`config.mk`:
```
export PLATFORM = sky130hd
export DESIGN_NAME = gbts_ctrl
export DESIGN_NICKNAME = d
export VERILOG_FILES = /design/src/rtl/core/gbts_pkg.sv /design/src/rtl/core/gbts_ctrl.sv
export VERILOG_INCLUDE_DIRS = /design/src /design/src/rtl/core
export SDC_FILE = /design/constraint.sdc
export NUM_CORES = 1
export LEC_CHECK = 0
export CAP_MARGIN = 10
export CORE_MARGIN = 2
export CORE_UTILIZATION = 55
export DETAILED_ROUTE_END_ITERATION = 16
export DONT_BUFFER_PORTS = 1
export PLACE_DENSITY_LB_ADDON = 0.12
export SYNTH_ARGS = -nofsm -noshare
export SYNTH_HDL_FRONTEND = slang
export SYNTH_SLANG_ARGS = --single-unit
```
`constraint.sdc`:
```
create_clock -name clk -period 4.19 [get_ports clk]
set_input_delay 1.0475 -clock clk [delete_from_list [all_inputs] [get_ports clk]]
set_output_delay 1.0475 -clock clk [all_outputs]
set_load 0.03 [all_outputs]
```
`src/rtl/core/gap_buffer_text_store_macros.svh`:
```
// Assertion macros for the gap buffer text store RTL.
`ifndef GAP_BUFFER_TEXT_STORE_MACROS_SVH
`define GAP_BUFFER_TEXT_STORE_MACROS_SVH

`ifndef SYNTHESIS
// Check a condition at every rising clock edge outside reset.
`define GBTS_ASSERT(lbl, clk, rst, cond, msg) \
  lbl: assert property (@(posedge clk) disable iff (rst) (cond)) else $error(msg);
// Check that a consequent holds in the cycle of its antecedent.
`define GBTS_ASSERT_IMPL(lbl, clk, rst, ante, cons, msg) \
  lbl: assert property (@(posedge clk) disable iff (rst) (ante) |-> (cons)) else $error(msg);
`else
`define GBTS_ASSERT(lbl, clk, rst, cond, msg)
`define GBTS_ASSERT_IMPL(lbl, clk, rst, ante, cons, msg)
`endif

`endif

```
`src/rtl/core/gbts_pkg.sv`:
```
// Types and constants of the gap buffer text store.
`default_nettype none
package gbts_pkg;

  localparam int unsigned TEXT_W   = 11;
  localparam int unsigned CHAR_W   = 8;
  localparam int unsigned S_DATA_W = 32;
  localparam int unsigned M_DATA_W = 24;
  localparam int unsigned S_PAD_W  = S_DATA_W - (2 * TEXT_W + CHAR_W);
  localparam int unsigned M_PAD_W  = M_DATA_W - (TEXT_W + CHAR_W);

  typedef enum logic [1:0] {
    REQ_INSERT = 2'd0,
    REQ_REMOVE = 2'd1,
    REQ_READ   = 2'd2
  } req_type_t;

  typedef enum logic [1:0] {
    STAT_OK    = 2'd0,
    STAT_RANGE = 2'd1,
    STAT_FULL  = 2'd2
  } stat_t;

  typedef enum logic [2:0] {
    ST_IDLE,
    ST_CHECK,
    ST_MOVE,
    ST_READ,
    ST_DONE
  } state_t;

  typedef struct packed {
    req_type_t          req_type;
    logic [TEXT_W-1:0]  position;
    logic [CHAR_W-1:0]  insert_char;
    logic [TEXT_W-1:0]  remove_count;
  } req_t;

  typedef struct packed {
    logic [CHAR_W-1:0]  read_char;
    stat_t              status;
    logic [TEXT_W-1:0]  text_length;
  } res_t;

endpackage
`default_nettype wire

```
`src/rtl/core/gbts_ctrl.sv`:
```
// Request sequencer: checks, gap moves, edits and the result register.
`default_nettype none
`include "gap_buffer_text_store_macros.svh"
module gbts_ctrl #(
  parameter int unsigned CAPACITY = 1024,
  parameter int unsigned PW       = 11,
  parameter int unsigned AW       = 10
) (
  input  wire logic                        clk,
  input  wire logic                        rst,
  input  wire logic                        in_valid,
  output      logic                        in_ready,
  input  wire gbts_pkg::req_t              in_req,
  output      logic                        out_valid,
  input  wire logic                        out_ready,
  output      gbts_pkg::res_t              out_res,
  output      logic                        ram_we,
  output      logic [AW-1:0]               ram_waddr,
  output      logic [gbts_pkg::CHAR_W-1:0] ram_wdata,
  output      logic [AW-1:0]               ram_raddr,
  input  wire logic [gbts_pkg::CHAR_W-1:0] ram_rdata
);
  import gbts_pkg::*;

  // Compare width covers both the text fields and the pointers
  localparam int unsigned CW = (PW > TEXT_W) ? PW : TEXT_W;
  localparam logic [PW-1:0] CAP_P = PW'(CAPACITY);
  localparam logic [CW-1:0] CAP_W = CW'(CAPACITY);

  state_t        state, state_next;
  logic [PW-1:0] gs, gs_next;
  logic [PW-1:0] ge, ge_next;
  logic [PW-1:0] cnt, cnt_next;
  logic          pend, pend_next;
  logic [AW-1:0] pend_addr, pend_addr_next;
  logic          out_valid_next;
  req_t          req, req_next;
  logic [PW-1:0] tgt, tgt_next;
  logic [PW-1:0] rm_len, rm_len_next;
  res_t          rbuf, rbuf_next;
  res_t          out_res_next;

  logic [CW-1:0] pos_w, cnt_w, rc_w, gs_w, ge_w, avail_w, len_w, rd_addr_w;

  assign pos_w     = CW'(req.position);
  assign rc_w      = CW'(req.remove_count);
  assign cnt_w     = CW'(cnt);
  assign gs_w      = CW'(gs);
  assign ge_w      = CW'(ge);
  assign avail_w   = cnt_w - pos_w;
  assign len_w     = (rc_w > avail_w) ? avail_w : rc_w;
  assign rd_addr_w = (pos_w < gs_w) ? pos_w : (ge_w + pos_w - gs_w);

  // Next state, memory accesses and result
  always_comb begin
    state_next     = state;
    gs_next        = gs;
    ge_next        = ge;
    cnt_next       = cnt;
    pend_next      = pend;
    pend_addr_next = pend_addr;
    req_next       = req;
    tgt_next       = tgt;
    rm_len_next    = rm_len;
    rbuf_next      = rbuf;
    out_res_next   = out_res;
    out_valid_next = out_valid && !out_ready;
    in_ready       = (state == ST_IDLE);
    ram_we         = 1'b0;
    ram_waddr      = pend_addr;
    ram_wdata      = ram_rdata;
    ram_raddr      = '0;

    case (state)
      ST_IDLE: begin
        if (in_valid) begin
          req_next   = in_req;
          state_next = ST_CHECK;
        end
      end

      ST_CHECK: begin
        rbuf_next.read_char   = '0;
        rbuf_next.status      = STAT_OK;
        rbuf_next.text_length = '0;
        tgt_next              = pos_w[PW-1:0];
        rm_len_next           = len_w[PW-1:0];
        state_next            = ST_DONE;
        case (req.req_type)
          REQ_INSERT: begin
            if (pos_w > cnt_w) begin
              rbuf_next.status = STAT_RANGE;
            end else if (cnt_w >= CAP_W) begin
              rbuf_next.status = STAT_FULL;
            end else begin
              state_next = ST_MOVE;
            end
          end
          REQ_REMOVE: begin
            if (pos_w >= cnt_w) begin
              rbuf_next.status = STAT_RANGE;
            end else begin
              state_next = ST_MOVE;
            end
          end
          REQ_READ: begin
            if (pos_w >= cnt_w) begin
              rbuf_next.status = STAT_RANGE;
            end else begin
              ram_raddr  = rd_addr_w[AW-1:0];
              state_next = ST_READ;
            end
          end
          default: begin
          end
        endcase
      end

      ST_MOVE: begin
        // Complete the copy issued last cycle
        if (pend) begin
          ram_we    = 1'b1;
          ram_waddr = pend_addr;
          ram_wdata = ram_rdata;
          pend_next = 1'b0;
        end
        if (gs > tgt) begin
          // Move one byte from below the gap to its top
          ram_raddr      = AW'(gs - 1'b1);
          pend_addr_next = AW'(ge - 1'b1);
          pend_next      = 1'b1;
          gs_next        = gs - 1'b1;
          ge_next        = ge - 1'b1;
        end else if ((gs < tgt) && (ge < CAP_P)) begin
          // Move one byte from above the gap to its bottom
          ram_raddr      = ge[AW-1:0];
          pend_addr_next = gs[AW-1:0];
          pend_next      = 1'b1;
          gs_next        = gs + 1'b1;
          ge_next        = ge + 1'b1;
        end else if (!pend) begin
          // Gap in place: apply the edit
          if (req.req_type == REQ_INSERT) begin
            ram_we    = 1'b1;
            ram_waddr = gs[AW-1:0];
            ram_wdata = req.insert_char;
            gs_next   = gs + 1'b1;
            cnt_next  = cnt + 1'b1;
          end else begin
            ge_next  = ge + rm_len;
            cnt_next = cnt - rm_len;
          end
          state_next = ST_DONE;
        end
      end

      ST_READ: begin
        rbuf_next.read_char = ram_rdata;
        state_next          = ST_DONE;
      end

      ST_DONE: begin
        // Hand the result over once the output register is free
        if (!out_valid || out_ready) begin
          out_res_next.read_char   = rbuf.read_char;
          out_res_next.status      = rbuf.status;
          out_res_next.text_length = cnt_w[TEXT_W-1:0];
          out_valid_next           = 1'b1;
          state_next               = ST_IDLE;
        end
      end

      default: begin
        state_next = ST_IDLE;
      end
    endcase
  end

  // Control registers
  always_ff @(posedge clk) begin
    if (rst) begin
      state     <= ST_IDLE;
      gs        <= '0;
      ge        <= CAP_P;
      cnt       <= '0;
      pend      <= 1'b0;
      out_valid <= 1'b0;
    end else begin
      state     <= state_next;
      gs        <= gs_next;
      ge        <= ge_next;
      cnt       <= cnt_next;
      pend      <= pend_next;
      out_valid <= out_valid_next;
    end
  end

  // Payload registers
  always_ff @(posedge clk) begin
    pend_addr <= pend_addr_next;
    req       <= req_next;
    tgt       <= tgt_next;
    rm_len    <= rm_len_next;
    rbuf      <= rbuf_next;
    out_res   <= out_res_next;
  end

  `GBTS_ASSERT(a_gap_size, clk, rst, (ge - gs) == (CAP_P - cnt), "gap size disagrees with count")
  `GBTS_ASSERT(a_count_max, clk, rst, (cnt <= CAP_P) && (ge <= CAP_P), "pointer beyond capacity")
  `GBTS_ASSERT_IMPL(a_idle_quiet, clk, rst, state == ST_IDLE, !ram_we && !pend, "write while idle")
  `GBTS_ASSERT_IMPL(a_edit_clean, clk, rst, (state == ST_MOVE) && (state_next == ST_DONE), !pend, "edit before copy drained")

endmodule
`default_nettype wire
```
# Yosys cells after proc, flatten, opt, wreduce, memory -nomap -nowiden
# Index checks and enable logic that the tools add are counted.
dict set report classes {
  add_sub_neg 10
  order_cmp 8
  n_eq_ne 13
  n_mux 54
  bitwise 3
  n_reduce_logical 18
}
# cell count
set op_table {}
lappend op_table {{two-way mux 10 bit} 12}
lappend op_table {{two-way mux 11 bit} 10}
lappend op_table {{two-way mux 8 bit} 5}
lappend op_table {{adder 11 x 1 -> 11 bit (second input constant)} 3}
lappend op_table {{greater-than comparator 11 bit} 3}
lappend op_table {{two-way mux 3 bit} 9}
lappend op_table {{less-than comparator 11 bit} 2}
lappend op_table {{subtractor 11 x 1 -> 11 bit (second input constant)} 2}
lappend op_table {{subtractor 11 bit} 2}
lappend op_table {{case mux 10 bit (2 select lines)} 1}
lappend op_table {{case mux 8 bit (2 select lines)} 1}
lappend op_table {{case mux 3 bit (5 select lines)} 1}
lappend op_table {{adder 11 bit} 1}
lappend op_table {{>= comparator 11 bit} 1}
lappend op_table {{>= comparator 11 bit (second input constant)} 1}
lappend op_table {{less-than comparator 11 bit (second input constant)} 1}
lappend op_table {{two-way mux 1 bit} 11}
lappend op_table {{adder 10 bit} 1}
lappend op_table {{!= test 2 bit (second input constant)} 5}
lappend op_table {{subtractor 10 bit} 1}
lappend op_table {{case mux 3 bit (3 select lines)} 1}
lappend op_table {{== test 3 x 2 -> 1 bit (second input constant)} 2}
lappend op_table {{AND reduction 2 bit} 3}
lappend op_table {{AND reduction 3 bit} 2}
lappend op_table {{19 further kinds} 25}
dict set report totals {
  ff_bits 133
  in_bits 44
  out_inout_bits 52
  wordCells 124
}

# Depth between registers and ports, before layout
# Gate-level depths: netlist of the first run.
dict set report logic_depth {
  word_depth 6
  mapped_depth 18
  depth_no_buf 17
}

# Worst setup path after synthesis of the first run
# No wires, ideal clock.
dict set report synth_timing {
  path_kind {reg-to-output}
  startpoint {register state[2]}
  endpoint {output ram_raddr[6]}
  arrival_ps 3533
  required_time_ps 3143
  path_slack_ps -390
  stages_incl_launch_ff 8
  cell_sequence {dfxtp_1 clkbuf_1 nor2b_1 and2_1 nand3_1 or2_2 clkbuf_1 o311ai_0}
}
dict set report synth_between {
  elab_chain_cells 2
  word_cells_on_any_way 3
  cone_classes {eq/ne (2); mux (1)}
}
# item line_no
set synth_lines {}
lappend synth_lines {{start: declaration} gbts_ctrl.sv:30} ;# state_t state, state_next;
lappend synth_lines {{start signal: assignment} gbts_ctrl.sv:189} ;# state <= state_next;
lappend synth_lines {{== test 3 x 2 -> 1 bit / == test 3 x 1 -> 1 bit (equally long branches)} gbts_ctrl.sv:74} ;# case (state)
lappend synth_lines {{case mux 10 bit (2 select lines) *} gbts_ctrl.sv:74}
lappend synth_lines {{end: declaration} gbts_ctrl.sv:20} ;# output logic [AW-1:0] ram_raddr,
# Every way passes the cells marked *; elsewhere a longest branch is shown, timed or not.

# Worst setup path in the final report of the first run
dict set report layout_timing {
  startpoint {register req, in the netlist pos_w[3]}
  endpoint {output ram_raddr[9]}
}
dict set report layout_between {
  elab_chain_cells 6
  word_cells_on_any_way 8
  cone_classes {add/sub (2); order compare (2); mux (4)}
}
# item line_no
set layout_lines {}
lappend layout_lines {{start: declaration} gbts_ctrl.sv:37} ;# req_t req, req_next;
lappend layout_lines {{start signal: assignment} gbts_ctrl.sv:201} ;# req <= req_next;
lappend layout_lines {{adder 10 bit} gbts_ctrl.sv:52} ;# assign rd_addr_w = (pos_w < gs_w) ? pos_w : (ge_w + pos_w - gs_w);
lappend layout_lines {{subtractor 10 bit} gbts_ctrl.sv:52}
lappend layout_lines {{two-way mux 10 bit} gbts_ctrl.sv:52}
lappend layout_lines {{two-way mux 10 bit *} gbts_ctrl.sv:107} ;# if (pos_w >= cnt_w) begin
lappend layout_lines {{two-way mux 10 bit *} gbts_ctrl.sv:89} ;# case (req.req_type)
lappend layout_lines {{case mux 10 bit (2 select lines) *} gbts_ctrl.sv:74}
# Marked as above.

==> metrics.yaml, run 1 <==
status: "finished, final reports clean"
synth.avg_cell_area_um2: 9.943
fp.dieW_um: 133.3
first_pass_iters: 5
drv_slew: 0
ir_worst_vdd_uv: 322.4
postPlaceCellArea_mm2: 0.009852
powerDensity_mw_per_mm2: 319.2
synth_warnings: 0
layout_min_cycle_time_ns: 4.188
critPathSlowestCell: "fa_1"
nets: 1134
syn_nets: 1062
max_freq_ghz: 0.2388
synth_ff_type: "edfxtp_1"
arrival_ns: 3.14
ff2ff_path_depth: 18
clockRootBuffer: "clkbuf_16"
core-area_mm2: 0.01647
io_buffers: 0
place_hpwl_mm: 20.58
synth-async-reset-ratio_pct: 0
grt-ovfl-total: 0
rrSetupSlack_ns: 0.22
synthDistinctLibCells: 76
route.detailed.drc: 0
internal_power_uw: 2455
synth_area_leaders: "edfxtp_1, ha_1, dfxtp_1"
power_frac_seq_pct: 44.5
cts_tree: "yes"
clkTransAtPathRegs_ns: 0.06
drt-total-wl_mm: 27.13
cp.required_ns: 3.14
worstMarginPinSlew_ns: 0.8537
drtIter0Drc: 515
swShare_pct: 28.32
min_delay_path_depth: 0
clock_path_buffers: 2
viasPerCell: 6.117
setup_viol: 0
fin_crit_sh_pct: 99.95
yosysTopAreaCell: "edfxtp_1"
grtUsageTotal_pct: 30.77
grt_max_degree: 42
min_path_type: "register to register"
clkSinkCount: 133
start_util_pct: 55.86
syn_inst: 925
num_vias: 7524
fp.dieH_um: 133.3
wl_per_cell_um: 22.05
place_ws_ns: 0.2526
synth_commonest_cells: "edfxtp_1, inv_1, ha_1"
final_area_mm2: 0.01073
htree_num_levels: 4
leakagePower_uw: 0.004370
hold_viol_final: 0
drive_gt1_share_pct: 20.00
setup_slack_ns: 0.002297
antenna_found_initial: 0
pin_count: 96
worst_setup_path_start_kind: "register"
finalSetupTns_ns: 0
pwr-share-clk_pct: 41.3
relSlewSlack_pct: 43.08
criticalPathCategory: "register to output port"
slowest_delay_ns: 0.50
rsz0062_at_grt: "yes"
fin_skew_ns: 0.01556
ys_ff_latch: 133
grt_pass1_vias: 7395
hold_buffers: 0
ant_nets: 0
die_area_mm2: 0.01777
synth_edf_count: 95
numCtsBuffers: 17
routabilityCongestion: 0.9707
fillerInstances: 1327
diodes: 0
grt_first_pass_wirelength_mm: 41.60
clock_latency_ns: 0.43
rows: 47
utilization_pct: 65.16
endpoint_kind: "output port"
crit_fanout: 4
syn_area_mm2: 0.009198
p_comb_share_pct: 14.2
synth_top_cell_area_share_pct: 31.02
power_switching_uw: 969.9
maxCapViolations: 0
area_delta_synth_final_pct: 16.65
synth-seq-area-share_pct: 39.29
synth_most_common_cell: "edfxtp_1"
path_cells: "inv_2 -> fa_1 -> inv_2 -> ha_4 -> nand3_2 -> o2111ai_2 -> a41oi_2 -> xnor2_1 -> o41ai_2 -> xnor2_1 -> o22ai_1 -> buf_4"
## state kept, by name, summed over array words and instances, names as in the netlist
signal and flops:
out_res 21, cnt 11, ge 11, gs 11, pos_w 11, rc_w 11
rm_len 11, tgt 11, pend_addr 10, rbuf 10, req 10, state 3
out_valid 1, pend 1
## critical path, delay by kind of cell (launching register included)
kind | cells | cell delay, ns
buf+inv | 3 | 0.32
xor+xnor | 2 | 0.40
compound gates | 4 | 0.64
flops | 1 | 0.49
fa+ha+maj | 2 | 0.78
simple gates | 1 | 0.10
## layer usage
| metal | global-route usage (%) | share of wire (%) | vias up |
|---|---|---|---|
| met3 | 5.213 | 5.5 | 59 |
| met5 | 0 | 0 | - |
| li1 | - | - | 3510 |
| met2 | 52.89 | 50 | 281 |
| met4 | 9.988 | 3.0 | 0 |
| met1 | 39.71 | 42 | 3674 |
## metrics by stage
stage / power, µW / hold WS [ns] / std cells
after floorplan: 1863 / 0.4003 / 925
after global placement: 1969 / 0.4015 / 1183
after detailed placement: 1984 / 0.4061 / 1183
after CTS: 3398 / 0.4212 / 1218
after global routing: 3550 / 0.4323 / 1230
final: 3425 / 0.4200 / 1230
## power groups by stage
stage	clock, µW	sequential (µW)	combinational [µW]
2_1_floorplan	0	1530	329
3_3_place_gp	0	1550	418
3_5_place_dp	0	1550	431
4_1_cts	1420	1530	449
5_1_grt	1490	1530	534
6_report	1410	1530	486
## kinds of logic after synthesis
family	synth area share, %
muxes	6.394
adders and majority gates	13.63
xor gates and xnor gates	5.333
AOI/OAI and AO/OA	14.80
DFF	39.29
and+or+nand+nor	14.96
buffers and inverters	5.591
## placed cells by master (no fill, tap or decap), drive strengths merged, types with 10 or more instances in the layout
cell    instances
a211oi         16
a21o           11
a21oi          47
and3           15
buf            82
clkbuf         19
dfxtp          38
edfxtp         95
fa             12
ha             81
inv           103
mux2           24
mux2i          28
nand2          47
nand3          21
nand4          12
nor2           77
nor2b          20
nor3           26
o21ai          46
or3            10
xnor2          43
xor2           13
## final cells by class
type | count | area, µm² | area share, %
clock buffers | 18 | 429.2 | 4.000
clock inverters | 14 | 112.6 | 1.050
inverters | 95 | 356.6 | 3.324
multi-input cells | 667 | 5265 | 49.07
flip-flops and latches | 133 | 3622 | 33.76
well taps | 220 | 275.3 | 2.566
repair buffers | 83 | 668.1 | 6.227
## path summary, 6_finish.rpt
path	start	to
hold / removal	rbuf[18]$_SDFFCE_PN0P_	out_res[18]$_DFFE_PP_
setup reg to reg	pos_w[0]$_DFFE_PP_	rm_len[3]$_DFFE_PP_
hold reg to reg	rbuf[18]$_SDFFCE_PN0P_	out_res[18]$_DFFE_PP_
setup / recovery	pos_w[3]$_DFFE_PP_	ram_raddr[9]
## repair_timing
| item | 4_1_cts | 5_1_grt |
|---|---|---|
| endpoints found under the setup margin | 19 | 34 |
| gates cloned | 0 | 1 |
| resized for setup | 24 | 34 |
| pin swaps | 4 | 19 |
| setup buffers | 3 | 10 |
No activity file was read; power rests on OpenSTA's default activity.
==> inputs of run 2 (changes only) <==
==> constraint.sdc (replaced) <==
create_clock -name clk -period 4.19 [get_ports clk]
set_input_delay 0.6285 -clock clk [delete_from_list [all_inputs] [get_ports clk]]
set_output_delay 0.6285 -clock clk [all_outputs]
set_load 0.05 [all_outputs]
==> run 2 against run 1 <==
Against the previous run: worst hold slack got worse by 0.16 ns; clock skew decreased by 0.0015 ns; die area unchanged; utilization decreased by 2.4 points; cell area decreased by 3.6%; worst setup slack improved by 0.16 ns; combinational power decreased by 7.2%; critical path type unchanged; critical endpoint is now ram_raddr[6]; highest routed layer unchanged.
==> metrics.yaml, run 2 (same netlist as run 1, synthesis figures left out) <==
ir_worst_vdd_uv: 306.2  # was 322.4 µV
status: "finished, final reports clean"  # unchanged
first_pass_iters: 7  # was 5
ant_nets: 0  # unchanged
pin_count: 96  # unchanged
drv_slew: 0  # unchanged
cts_tree: "yes"  # unchanged
grt_pass1_vias: 7154  # was 7395
leakagePower_uw: 0.004199  # was 0.004370 µW
maxCapViolations: 0  # unchanged
arrival_ns: 3.40  # was 3.14 ns
io_buffers: 0  # unchanged
endpoint_kind: "output port"  # unchanged
crit_fanout: 3  # was 4
fin_skew_ns: 0.01403  # was 0.01556 ns
antenna_found_initial: 0  # unchanged
place_hpwl_mm: 19.92  # was 20.58 mm
postPlaceCellArea_mm2: 0.009717  # was 0.009852 mm²
clkTransAtPathRegs_ns: 0.07  # was 0.06 ns
rows: 47  # unchanged
setup_viol: 0  # unchanged
dp.cells: 1166  # was 1183
path_cells: "buf_4 -> inv_1 -> ha_1 -> inv_1 -> ha_1 -> inv_1 -> fa_1 -> nor2b_1 -> o21ai_1 -> a21boi_1 -> o21a_1 -> or3_1 -> nand4_1 -> o311ai_2 -> buf_4"  # was inv_2 -> fa_1 -> inv_2 -> ha_4 -> nand3_2 -> o2111ai_2 -> a41oi_2 -> xnor2_1 -> o41ai_2 -> xnor2_1 -> o22ai_1 -> buf_4
num_vias: 7347  # was 7524
largest_register: "out_res"  # unchanged
htree_num_levels: 4  # unchanged
finalPower_uw: 3493  # was 3425 µW
clock_path_buffers: 2  # unchanged
worst_setup_path_start_kind: "register"  # unchanged
fp.dieH_um: 133.3  # unchanged
drtIter0Drc: 656  # was 515
clkSinkCount: 133  # unchanged
finalNonFillerCells: 1200  # was 1230
drive_gt1_share_pct: 14.69  # was 20.00%
powerDensity_mw_per_mm2: 337.7  # was 319.2 mW/mm²
clockRootBuffer: "clkbuf_16"  # unchanged
core-area_mm2: 0.01647  # unchanged
nets: 1104  # was 1134
start_util_pct: 55.86  # unchanged
viasPerCell: 6.123  # was 6.117
utilization_pct: 62.80  # was 65.16%
layout_min_cycle_time_ns: 4.030  # was 4.188 ns
grt-ovfl-total: 0  # unchanged
fp.dieW_um: 133.3  # unchanged
hold_buffers: 0  # unchanged
path_common_cell: "inv_1"
final_cell_mix: "edfxtp_1, inv_1, ha_1, nor2_1, buf_4"  # was edfxtp_1, inv_1, buf_4, nor2_1, ha_1
path_delay_family: "adder cells"  # unchanged
area_delta_synth_final_pct: 12.43  # was 16.65%
grt_max_degree: 42  # unchanged
hold_viol_final: 0  # unchanged
grt_first_pass_wirelength_mm: 40.48  # was 41.60 mm
worstMarginPinSlew_ns: 1.204  # was 0.8537 ns
drt-total-wl_mm: 26.02  # was 27.13 mm
diodes: 0  # unchanged
critPathSlowestCell: "edfxtp_1"  # was fa_1
slowest_delay_ns: 0.52  # was 0.50 ns
grtUsageTotal_pct: 30.06  # was 30.77%
criticalPathCategory: "register to output port"  # unchanged
routabilityCongestion: 0.9678  # was 0.9707
max_freq_ghz: 0.2481  # was 0.2388 GHz
fin_crit_sh_pct: 96.18  # was 99.95%
relSlewSlack_pct: 19.62  # was 43.08%
fillerInstances: 1388  # was 1327
route.detailed.drc: 0  # unchanged
final_common_cell: "edfxtp_1"  # unchanged
die_area_mm2: 0.01777  # unchanged
rsz0062_at_grt: "yes"  # unchanged
cp_num_buf_inv: 5  # was 3
numCtsBuffers: 17  # unchanged
clock_latency_ns: 0.43  # about the same
cp.required_ns: 3.56  # was 3.14 ns
wl_per_cell_um: 21.68  # was 22.05 µm
final_area_mm2: 0.01034  # was 0.01073 mm²
min_path_type: "input pin to register"  # was register to register
largest_reg_flops: 21  # unchanged
## run 2: changes by cell type in the layout (fill, tap and decap cells not counted), sizes merged
cell	previous run	this run
bufinv	0	1
clkinvlp	0	2
clkbuf	19	17
clkinv	6	4
buf	82	53
## run 2: repair_timing
action                                  4_1_cts  5_1_grt
pin swaps                                     0        0
endpoints found under the setup margin        1       13
resized for setup                             1        8
hold endpoints to repair                      0        0
setup buffers                                 0        2
## run 2: path summary, 6_finish.rpt
check / end / slack (ns) / start / cells after the start
max: ram_raddr[6] / 0.16 / pos_w[0]$_DFFE_PP_ / 15
min: gs[8]$_SDFFE_PP0P_ / 0.26 / rst / 1
min reg2reg: out_res[12]$_DFFE_PP_ / 0.42 / rbuf[12]$_DFFE_PP_ / 0
max reg2reg: rm_len[2]$_DFFE_PP_ / 0.24 / pos_w[0]$_DFFE_PP_ / 17
## run 2: power breakdown
part	switching [µW]	internal, µW	total, µW
Sequential	63.2	1470	1540
Combinational	267	184	451
Clock	661	845	1510
## run 2: layer usage
| metal | vias to the layer above | global-route usage [%] | routed length, µm | share of wire (%) |
|---|---|---|---|---|
| li1 | 3449 | - | - | - |
| met1 | 3552 | 39.39 | 11150 | 43 |
| met2 | 289 | 50.11 | 12510 | 48 |
| met3 | 57 | 5.365 | 1496 | 5.7 |
| met4 | 0 | 11.05 | 870 | 3.3 |
| met5 | - | 0 | 0 | 0 |
## run 2: final cells by class
type                    instances  area (µm²)  share of cell area (%)
inverters                      95       356.6                   3.448
repair buffers                 53       397.9                   3.848
clock inverters                15       162.7                   1.573
clock buffers                  17       425.4                   4.114
flip-flops and latches        133        3615                   34.95
multi-input cells             667        5109                   49.40
well taps                     220       275.3                   2.662
## run 2: worst register-to-register path: cells and delay by family, from the launching register on
kind / cells / cell delay (ns)
AO/OA/AOI/OAI: 8 / 1.35
multiplexers: 1 / 0.29
XOR/XNOR: 1 / 0.18
flip-flops: 1 / 0.50
adder cells (fa/ha/maj): 3 / 0.99
buffers and inverters: 2 / 0.28
AND/OR/NAND/NOR: 2 / 0.19
## run 2: stage by stage
stage               setup TNS [ns]  setup WS (ns)  hold slack [ns]
global placement                 0         0.1621           0.4044
finish                           0         0.1600           0.2626
floorplan                        0         0.3994           0.4003
global route              -0.03360       -0.03360           0.2467
CTS                              0        0.02892           0.2576
detailed placement               0        0.02264           0.4126
==> inputs of run 3 (changes only) <==
Settings changed: RECOVER_POWER set to 25, SLEW_MARGIN set to 20.
==> run 3 against run 2 <==
Against the previous run: critical path depth stayed put; first-iteration DRC count rose by 0.30%; critical path type unchanged; wire length is 0.28% lower; combinational power about the same; cell area is essentially flat; flip-flop and latch count did not move; largest cell class unchanged; worst hold slack got worse by 0.0015 ns; largest power group unchanged.
==> metrics.yaml, run 3 (same netlist as run 1, synthesis figures left out) <==
status: "finished, final reports clean"  # unchanged
io_buffers: 0  # unchanged
nets: 1104  # unchanged
cts_tree: "yes"  # unchanged
route.detailed.drc: 0  # unchanged
diodes: 0  # unchanged
hold_viol_final: 0  # unchanged
endpoint_kind: "output port"  # unchanged
rows: 47  # unchanged
final_common_cell: "edfxtp_1"  # unchanged
rsz0062_at_grt: "yes"  # unchanged
pin_count: 96  # unchanged
grt-ovfl-total: 0  # unchanged
relSlewSlack_pct: 51.37  # was 19.62%
pwr-share-clk_pct: 43.2  # was 43.1%
final_cell_mix: "edfxtp_1, inv_1, ha_1, nor2_1, buf_4"  # unchanged
critPathSlowestCell: "edfxtp_1"  # unchanged
fp.dieH_um: 133.3  # unchanged
finalNonFillerCells: 1200  # unchanged
path_common_cell: "inv_1"  # unchanged
max_freq_ghz: 0.2500  # was 0.2481 GHz
leakagePower_uw: 0.004184  # was 0.004199 µW
clkSinkCount: 133  # unchanged
internal_power_uw: 2499  # was 2501 µW
wl_per_cell_um: 21.62  # was 21.68 µm
drtIter0Drc: 658  # was 656
grtUsageTotal_pct: 30.06  # unchanged
maxCapViolations: 0  # unchanged
place_hpwl_mm: 19.92  # unchanged
fp.dieW_um: 133.3  # unchanged
drt-total-wl_mm: 25.95  # was 26.02 mm
worstMarginPinSlew_ns: 0.7295  # was 1.204 ns
cp_num_buf_inv: 5  # unchanged
start_util_pct: 55.86  # unchanged
criticalPathCategory: "register to output port"  # unchanged
setup_viol: 0  # unchanged
arrival_ns: 3.37  # was 3.40 ns
grt_pass1_vias: 7154  # unchanged
dp.cells: 1166  # unchanged
powerDensity_mw_per_mm2: 337.9  # was 337.7 mW/mm²
clock_path_buffers: 2  # unchanged
swShare_pct: 28.43  # was 28.40%
drv_slew: 0  # unchanged
ant_nets: 0  # unchanged
path_cells: "buf_4 -> inv_1 -> ha_1 -> inv_1 -> ha_1 -> inv_1 -> fa_1 -> nor2b_1 -> o21ai_1 -> a21boi_1 -> o21a_1 -> or3_1 -> nand4_1 -> o311ai_2 -> buf_4"  # unchanged
slowest_delay_ns: 0.51  # was 0.52 ns
viasPerCell: 6.088  # was 6.123
grt_first_pass_wirelength_mm: 40.48  # unchanged
num_vias: 7306  # was 7347
fin_skew_ns: 0.01327  # was 0.01403 ns
core-area_mm2: 0.01647  # unchanged
clock_latency_ns: 0.43  # about the same
clkTransAtPathRegs_ns: 0.07  # about the same
largest_register: "out_res"  # unchanged
power_switching_uw: 992.6  # was 992.0 µW
cp.required_ns: 3.56  # about the same
postPlaceCellArea_mm2: 0.009717  # unchanged
final_area_mm2: 0.01033  # was 0.01034 mm²
htree_num_levels: 4  # unchanged
grt_max_degree: 42  # unchanged
p_comb_share_pct: 12.9  # about the same
first_pass_iters: 5  # was 7
largest_reg_flops: 21  # unchanged
path_delay_family: "adder cells"  # unchanged
crit_fanout: 3  # unchanged
die_area_mm2: 0.01777  # unchanged
ir_worst_vdd_uv: 306.9  # was 306.2 µV
drive_gt1_share_pct: 14.18  # was 14.69%
worst_setup_path_start_kind: "register"  # unchanged
min_path_type: "input pin to register"  # unchanged
layout_min_cycle_time_ns: 4.000  # was 4.030 ns
power_frac_seq_pct: 44.0  # about the same
routabilityCongestion: 0.9678  # unchanged
area_delta_synth_final_pct: 12.33  # was 12.43%
numCtsBuffers: 17  # unchanged
clockRootBuffer: "clkbuf_16"  # unchanged
antenna_found_initial: 0  # unchanged
fin_crit_sh_pct: 95.46  # was 96.18%
run 3: changes by cell type in the layout (fill, tap and decap cells not counted), sizes merged:
cell,change
clkbuf,+4
buf,-4
run 3: layout make-up:
| class | instances | area [µm²] |
|---|---|---|
| sequential | 133 | 3615 |
| multi-input combinational | 667 | 5114 |
| tap | 220 | 275.3 |
| fill | 1389 | 6135 |
| clock buffer | 17 | 425.4 |
| clock inverter | 15 | 162.7 |
| timing repair buffer | 53 | 382.9 |
| inverter | 95 | 356.6 |
run 3: per-stage QoR:
step	util (%)	worst slack (ns)	power (µW)	setup TNS (ns)	hold slack (ns)
6_report	62.74	0.1902	3491	0	0.2611
5_1_grt	62.74	-0.03360	3605	-0.03360	0.2467
4_1_cts	62.58	0.02892	3490	0	0.2576
3_5_place_dp	59.01	0.02264	1997	0	0.4126
3_3_place_gp	59.01	0.1621	1986	0	0.4044
2_1_floorplan	-	0.3994	1881	0	0.4003
run 3: path summary, 6_finish.rpt:
path	slack, ns	end	start	cells past startpoint
max	0.19	ram_raddr[6]	pos_w[0]$_DFFE_PP_	15
min	0.26	gs[8]$_SDFFE_PP0P_	rst	1
max reg2reg	0.26	rm_len[2]$_DFFE_PP_	pos_w[0]$_DFFE_PP_	17
min reg2reg	0.42	out_res[12]$_DFFE_PP_	rbuf[12]$_DFFE_PP_	0
run 3: repair_timing:
action | in CTS | in global routing
setup endpoints to repair | 1 | 13
buffers inserted | 0 | 2
endpoints found under the hold margin | 0 | 0
hold buffers | 0 | 0
resized for setup | 1 | 8
run 3: power by group through the flow:
stage / registers (µW) / logic [µW] / clock network, µW
detailed placement: 1560 / 435 / 0
floorplan: 1540 / 337 / 0
finish: 1530 / 449 / 1510
global route: 1540 / 498 / 1570
CTS: 1530 / 441 / 1510
global placement: 1560 / 425 / 0
run 3: per-layer routing:
metal  track usage (%)  share of wire (%)  up-vias
met5                 0                  0        -
met4             11.05                3.4        0
met3             5.365                5.9       63
met2             50.11                 48      297
met1             39.39                 43     3490
li1                  -                  -     3456
